File: config.mk
export PLATFORM = sky130hd
export DESIGN_NAME = thrust_overflow_scaler
export DESIGN_NICKNAME = d
export VERILOG_FILES = /design/src/rtl/core/tos_pkg.sv /design/src/rtl/core/tos_div_step.sv /design/src/rtl/core/tos_lane.sv /design/src/rtl/core/thrust_overflow_scaler.sv
export SDC_FILE = /design/constraint.sdc
export NUM_CORES = 2
export LEC_CHECK = 0
export ABC_AREA = 1
export BUFFER_PORTS_ARGS = -buffer_cell sky130_fd_sc_hd__buf_2
export CORE_ASPECT_RATIO = 0.9
export CORE_MARGIN = 1.5
export CORE_UTILIZATION = 55
export CTS_CLUSTER_SIZE = 10
export DETAILED_ROUTE_END_ITERATION = 10
export PLACE_DENSITY = 0.77
export SLEW_MARGIN = 25
export SYNTH_ARGS = -nofsm -noshare
export SYNTH_HDL_FRONTEND = slang
export SYNTH_HIERARCHICAL = 1
export SYNTH_SLANG_ARGS = --single-unit
File: constraint.sdc
create_clock -name clock -period 49.8 [get_ports clock]
set_input_delay 7.47 -clock clock [delete_from_list [all_inputs] [get_ports clock]]
set_output_delay 7.47 -clock clock [all_outputs]
set_load 0.02 [all_outputs]
File: src/rtl/core/tos_pkg.sv
// ----------------------------------------------------------------------------
// tos_pkg
// Shared constants, types and helpers of the thrust overflow scaler.
// ----------------------------------------------------------------------------
`default_nettype none

package tos_pkg;

   // vector shape
   localparam int NUM_THR   = 8;
   localparam int THR_W     = 16;
   localparam int LIM_W     = 15;
   localparam int FRAC_BITS = 10;

   // limit after reset
   localparam logic [LIM_W-1:0] LIM_RESET = '1;

   // pipeline: three front stages, one stage per quotient bit, output stage
   localparam int NSTG = 4 + FRAC_BITS;
   localparam int DIV0 = 3;

   // restoring divider state of one word
   typedef struct packed {
      logic [LIM_W-1:0]     rem;
      logic [LIM_W-1:0]     dvs;
      logic [FRAC_BITS-1:0] quo;
   } div_type;

   // contents of one pipeline stage
   typedef struct packed {
      logic [NUM_THR-1:0][THR_W-1:0]   cmd;
      logic [NUM_THR/2-1:0][THR_W-1:0] mx;
      logic                            scaled;
      div_type                         div;
      logic [NUM_THR-1:0][THR_W-1:0]   res;
   } stage_type;

   // larger of two signed commands
   function automatic logic [THR_W-1:0] smax(input logic [THR_W-1:0] a,
                                             input logic [THR_W-1:0] b);
      return ($signed(a) > $signed(b)) ? a : b;
   endfunction

endpackage

`default_nettype wire

File: src/rtl/core/tos_div_step.sv
// ----------------------------------------------------------------------------
// tos_div_step
// One restoring division step: doubles the remainder and takes out the
// divisor when it fits, shifting one quotient bit in.
// ----------------------------------------------------------------------------
`default_nettype none

module tos_div_step
   import tos_pkg::*;
(
   input  wire div_type div_i,
   output div_type      div_o
);

   logic [LIM_W:0] rem2;
   logic           fits;

   // trial subtract of the doubled remainder
   assign rem2 = {div_i.rem, 1'b0};
   assign fits = (rem2 >= {1'b0, div_i.dvs});

   always_comb begin
      div_o.dvs = div_i.dvs;
      div_o.quo = {div_i.quo[FRAC_BITS-2:0], fits};
      if (fits) begin
         div_o.rem = LIM_W'(rem2 - {1'b0, div_i.dvs});
      end else begin
         div_o.rem = rem2[LIM_W-1:0];
      end
   end

endmodule

`default_nettype wire

File: src/rtl/core/tos_lane.sv
// ----------------------------------------------------------------------------
// tos_lane
// One thruster lane: multiplies the command by the fixed-point scale and
// drops the fraction bits, truncating toward zero.
// ----------------------------------------------------------------------------
`default_nettype none

module tos_lane
   import tos_pkg::*;
(
   input  wire  [THR_W-1:0]     cmd,
   input  wire  [FRAC_BITS-1:0] scale,
   input  wire                  scaled,
   output logic [THR_W-1:0]     res
);

   logic                       neg;
   logic [THR_W-1:0]           mag;
   logic [THR_W+FRAC_BITS-1:0] prod;
   logic [THR_W-1:0]           q;

   // magnitude, the most negative command maps to its unsigned value
   assign neg  = cmd[THR_W-1];
   assign mag  = neg ? THR_W'(~cmd + 1'b1) : cmd;
   assign prod = mag * scale;
   assign q    = prod[THR_W+FRAC_BITS-1:FRAC_BITS];

   // restore the sign or pass through
   always_comb begin
      if (!scaled) begin
         res = cmd;
      end else if (neg) begin
         res = THR_W'(~q + 1'b1);
      end else begin
         res = q;
      end
   end

endmodule

`default_nettype wire

File: src/rtl/core/thrust_overflow_scaler.sv
// ----------------------------------------------------------------------------
// thrust_overflow_scaler
// Proportional desaturation of an eight-thruster command vector.
// ----------------------------------------------------------------------------
// Usage:
//   req_* carries one vector of eight signed 16-bit commands per word.
//   rsp_* returns the same vector, scaled down by limit/peak when the
//   signed peak exceeds the configured limit, and a flag in rsp_tuser.
//   csr_we/csr_wdata set the limit; write it only while the block is idle.
// Pipeline: 4 + FRAC_BITS stages. Three stages form the signed peak and
//   compare it, the restoring divider takes one stage per quotient bit and
//   the eight lane multipliers fill the output register.
// Throughput: one vector per cycle unless the pipeline stalls; every stage has its own valid bit.
// Stall: a stage holds while it is full and the stage after it cannot take
//   a word, so bubbles close up and req_tready falls only once all stages
//   are full with rsp_tready low.
// Reset: empties the pipeline and sets the limit to 32767.
// ----------------------------------------------------------------------------
`default_nettype none

module thrust_overflow_scaler
   import tos_pkg::*;
(
   input  wire                      clock,
   input  wire                      reset,
   // configuration
   input  wire                      csr_we,
   input  wire  [LIM_W-1:0]         csr_wdata,   // thrust_limit
   // command vector
   input  wire                      req_tvalid,
   output logic                     req_tready,
   input  wire  [NUM_THR*THR_W-1:0] req_tdata,   // thrust_0 .. thrust_7
   // scaled vector
   output logic                     rsp_tvalid,
   input  wire                      rsp_tready,
   output logic [NUM_THR*THR_W-1:0] rsp_tdata,   // out_0 .. out_7
   output logic                     rsp_tuser    // was_scaled
);

   logic [LIM_W-1:0]        limit_ff;
   logic [NSTG-1:0]         valid_ff;
   logic [NSTG:0]           ready;
   stage_type               stg_ff [NSTG];
   stage_type               stg_in [NSTG];
   div_type                 div_nx [FRAC_BITS];
   logic [THR_W-1:0]        lane_res [NUM_THR];

   // limit register
   always_ff @(posedge clock) begin
      if (reset) begin
         limit_ff <= LIM_RESET;
      end else if (csr_we) begin
         limit_ff <= csr_wdata;
      end
   end

   // per-stage ready chain
   always_comb begin
      ready[NSTG] = rsp_tready;
      for (int i = NSTG - 1; i >= 0; i--) begin
         ready[i] = !valid_ff[i] || ready[i+1];
      end
   end

   assign req_tready = ready[0];

   // valid bits
   always_ff @(posedge clock) begin
      if (reset) begin
         valid_ff <= '0;
      end else begin
         if (ready[0]) begin
            valid_ff[0] <= req_tvalid;
         end
         for (int i = 1; i < NSTG; i++) begin
            if (ready[i]) begin
               valid_ff[i] <= valid_ff[i-1];
            end
         end
      end
   end

   // divider steps, one per quotient bit
   for (genvar j = 0; j < FRAC_BITS; j++) begin : g_div
      tos_div_step u_step (
         .div_i (stg_ff[DIV0+j-1].div),
         .div_o (div_nx[j])
      );
   end

   // lanes apply the common scale
   for (genvar k = 0; k < NUM_THR; k++) begin : g_lane
      tos_lane u_lane (
         .cmd    (stg_ff[NSTG-2].cmd[k]),
         .scale  (stg_ff[NSTG-2].div.quo),
         .scaled (stg_ff[NSTG-2].scaled),
         .res    (lane_res[k])
      );
   end

   // next contents of every stage
   always_comb begin
      logic [THR_W-1:0] peak;
      stg_in = stg_ff;

      // pairwise maxima of the incoming vector
      stg_in[0].cmd = req_tdata;
      for (int i = 0; i < NUM_THR / 2; i++) begin
         stg_in[0].mx[i] = smax(req_tdata[2*i*THR_W +: THR_W],
                                req_tdata[(2*i+1)*THR_W +: THR_W]);
      end

      // second level of the max tree
      stg_in[1] = stg_ff[0];
      stg_in[1].mx[0] = smax(stg_ff[0].mx[0], stg_ff[0].mx[1]);
      stg_in[1].mx[1] = smax(stg_ff[0].mx[2], stg_ff[0].mx[3]);

      // peak against limit, divider seeded with the limit
      peak = smax(stg_ff[1].mx[0], stg_ff[1].mx[1]);
      stg_in[2] = stg_ff[1];
      stg_in[2].scaled  = ($signed(peak) > $signed({1'b0, limit_ff}));
      stg_in[2].div.rem = limit_ff;
      stg_in[2].div.dvs = peak[LIM_W-1:0];
      stg_in[2].div.quo = '0;

      // quotient bits
      for (int j = 0; j < FRAC_BITS; j++) begin
         stg_in[DIV0+j]     = stg_ff[DIV0+j-1];
         stg_in[DIV0+j].div = div_nx[j];
      end

      // lane results into the output register
      stg_in[NSTG-1] = stg_ff[NSTG-2];
      for (int k = 0; k < NUM_THR; k++) begin
         stg_in[NSTG-1].res[k] = lane_res[k];
      end
   end

   // stage data, no reset needed
   always_ff @(posedge clock) begin
      for (int i = 0; i < NSTG; i++) begin
         if (ready[i]) begin
            stg_ff[i] <= stg_in[i];
         end
      end
   end

   // result word
   assign rsp_tvalid = valid_ff[NSTG-1];
   assign rsp_tdata  = stg_ff[NSTG-1].res;
   assign rsp_tuser  = stg_ff[NSTG-1].scaled;

`ifndef SYNTHESIS
   // pipeline is empty right after reset
   a_reset_empty: assert property (@(posedge clock)
      reset |=> !rsp_tvalid)
      else $error("result valid right after reset");

   // input stalls only when every stage holds a word
   a_stall_full: assert property (@(posedge clock) disable iff (reset)
      !req_tready |-> (valid_ff == '1))
      else $error("input stalled with an empty stage");

   // divider remainder of a scaled word is below the divisor after the first step
   a_div_rem: assert property (@(posedge clock) disable iff (reset)
      valid_ff[DIV0] && stg_ff[DIV0].scaled |->
         (stg_ff[DIV0].div.rem < stg_ff[DIV0].div.dvs))
      else $error("divider remainder not below divisor");

   // scaling never grows a command
   for (genvar k = 0; k < NUM_THR; k++) begin : g_chk
      a_no_grow: assert property (@(posedge clock) disable iff (reset)
         rsp_tvalid |->
            (($signed(stg_ff[NSTG-1].cmd[k]) >= 0) &&
             ($signed(stg_ff[NSTG-1].res[k]) >= 0) &&
             ($signed(stg_ff[NSTG-1].res[k]) <= $signed(stg_ff[NSTG-1].cmd[k]))) ||
            (($signed(stg_ff[NSTG-1].cmd[k]) < 0) &&
             ($signed(stg_ff[NSTG-1].res[k]) <= 0) &&
             ($signed(stg_ff[NSTG-1].res[k]) >= $signed(stg_ff[NSTG-1].cmd[k]))))
         else $error("lane result larger than its command");
   end
`endif

endmodule

`default_nettype wire
==> flow_metrics.tcl <==
set metrics [dict create \
    drt_first_pass_iters 7 \
    timing.setup.critical_path_class "in -> out" \
    layout_common_cells "nand2_1, edfxtp_1, inv_1" \
    max-cap-violations 0 \
    cts_root_buf "clkbuf_16" \
    synth_fp_nets 15000 \
    dp_worst_setup_slack_ns 31.27 \
    tritoncts.num_buffers 279 \
    post-cts-setup-buffer-count 0 \
    ioPinCount 279 \
    synth_warnings 6 \
    syn_area_sq_um 138000 \
    post_synth_inst_count 13200 \
    place.port_buffers 278 \
    synth.avg_cell_area_sq_um 10.5 \
    crit-reg2reg-launch "stg_ff[594]" \
    detailed_router_s_first_iteration_violation_count 8472 \
    holdCritStartpoint "stg_ff[851]" \
    postCtsResizedCells 0 \
    clockBufferDepth 4 \
    critPathLaunchType "input port" \
    clock_latency_ns 0.88 \
    n_fill_cell 19700 \
    global_route.overflow_total 0 \
    hpwlAfterDp_um 232000 \
    report.final.slew_viol_count 0 \
    drc_violations_left 0 \
    max_freq_mhz 53.9 \
    clk_pin_slew_ns 0.06 \
    numClockSinks 2284 \
    worst-path-max-fanout 43 \
    cts_tree "built" \
    final_layout_size_suffix_gt1_share_pct 8.46 \
    hold_path_depth 0 \
    die_area_sq_um 254000 \
    fp_rows 174 \
    design.core.area_sq_um 249000 \
    cp-end-kind "output port" \
    grt_pass1_wl_um 495000 \
    hold_viol 0 \
    fin_crit_sh_pct 37.3 \
    reg2reg_depth 29 \
    run_status "completed" \
    final_critical_path_setup_slack_ns 31.25 \
    hp-class "reg -> reg" \
    wire_per_inst_um 19.0 \
    floorplan.initialDensity_pct 55.2 \
    die_y_um 478 \
    layout.cells.most_common "nand2_1" \
    fin_worst_skew_ns 0.0859 \
    die-width_um 531 \
    syn_to_final_growth_pct 7.68 \
    worst_slew_pin_slew_ns 1.10 \
    rsz_0062_raised_after_global_routing "no" \
    slew_headroom_pct 26.0 \
    critical_path.reg2reg.endpoint "rsp_tdata[11]" \
    setup-violations-final 0 \
    grtUsageTotal_pct 25.2 \
    required_ns 42.33 \
    vias_per_cell 5.39 \
    htree_levels 5 \
    gp_congestion 0.956 \
    minimum_setup_slack_among_reg_to_reg_paths_ns 41.21 \
    antenna_violating_nets_post_route 0 \
    timing.hold.worst_endpoint "stg_ff[491]" \
    fin_setup_tns_ns 0 \
    pin_count_of_the_biggest_net_entering_global_routing 101 \
    antenna_found_initial 9 \
    route.vias.total 89900 \
    finalWorstPathRequiredPeriod_ns 18.55 \
    quantity_of_hold_fixing_buffers_added_after_cts 0 \
    postRouteWirelength_um 318000 \
    worst-endpoint-arrival_ns 11.08 \
    grt_pass1_vias 89000 \
    critical_path.startpoint "rsp_tready" \
    num-nets-final 15000 \
]
==> worst max-delay path, stage by stage <==
cell and delay, ns:
buf_2 0.17, inv_1 0.17, nand3_4 0.28, nor2_2 0.37
nand4_4 0.12, nor2_2 0.25, nand4_4 0.63, nor2_2 0.61
nand4_1 0.29, buf_4 0.37, buf_2 0.26
==> layer usage <==
metal	GRT usage (%)	routed length, um	part of all wire, %	vias to the layer above
met5	0	13	0.0041	-
met4	10.9	15000	4.7	2
met3	4.37	25400	8.0	754
met2	40.2	146000	46	3768
met1	34.0	132000	41	43100
li1	-	-	-	42400
==> final cells by class <==
type	count	area [sq um]	area share, %
clock buffer	329	7320	4.93
timing repair buffer	334	1880	1.26
clock inverter	38	549	0.370
sequential	2284	68300	46.0
multi-input combinational	8050	57500	38.8
inverter	2290	8630	5.82
tap	3344	4180	2.82
antenna	4	10.0	0.00675
==> sequential cells by signal, indices dropped and copies added (netlist names) <==
| register | count |
|---|---|
| stg_ff | 2126 |
| rsp_tdata | 128 |
| rsp_tuser | 1 |
| limit_ff | 15 |
| valid_ff | 14 |
==> worst max path at each step <==
stage	to	slack (ns)	cells past startpoint
6_report	req_tready	31.25	11
5_1_grt	req_tready	31.03	11
4_1_cts	req_tready	31.23	11
3_5_place_dp	req_tready	31.27	11
3_3_place_gp	req_tready	31.33	11
2_1_floorplan	req_tready	19.16	8
==> through the flow <==
stage | hold WS (ns) | cells | area [sq um] | util [%]
2_1_floorplan | 0.400 | 13200 | 138000 | -
3_3_place_gp | 0.401 | 16300 | 140000 | 56.3
3_5_place_dp | 0.405 | 16300 | 140000 | 56.3
4_1_cts | 0.372 | 16700 | 148000 | 59.5
5_1_grt | 0.377 | 16700 | 148000 | 59.5
6_report | 0.375 | 16700 | 148000 | 59.5
Power is not shown: default switching activity piles up to over one toggle a cycle in this logic, so the estimate is an artifact.
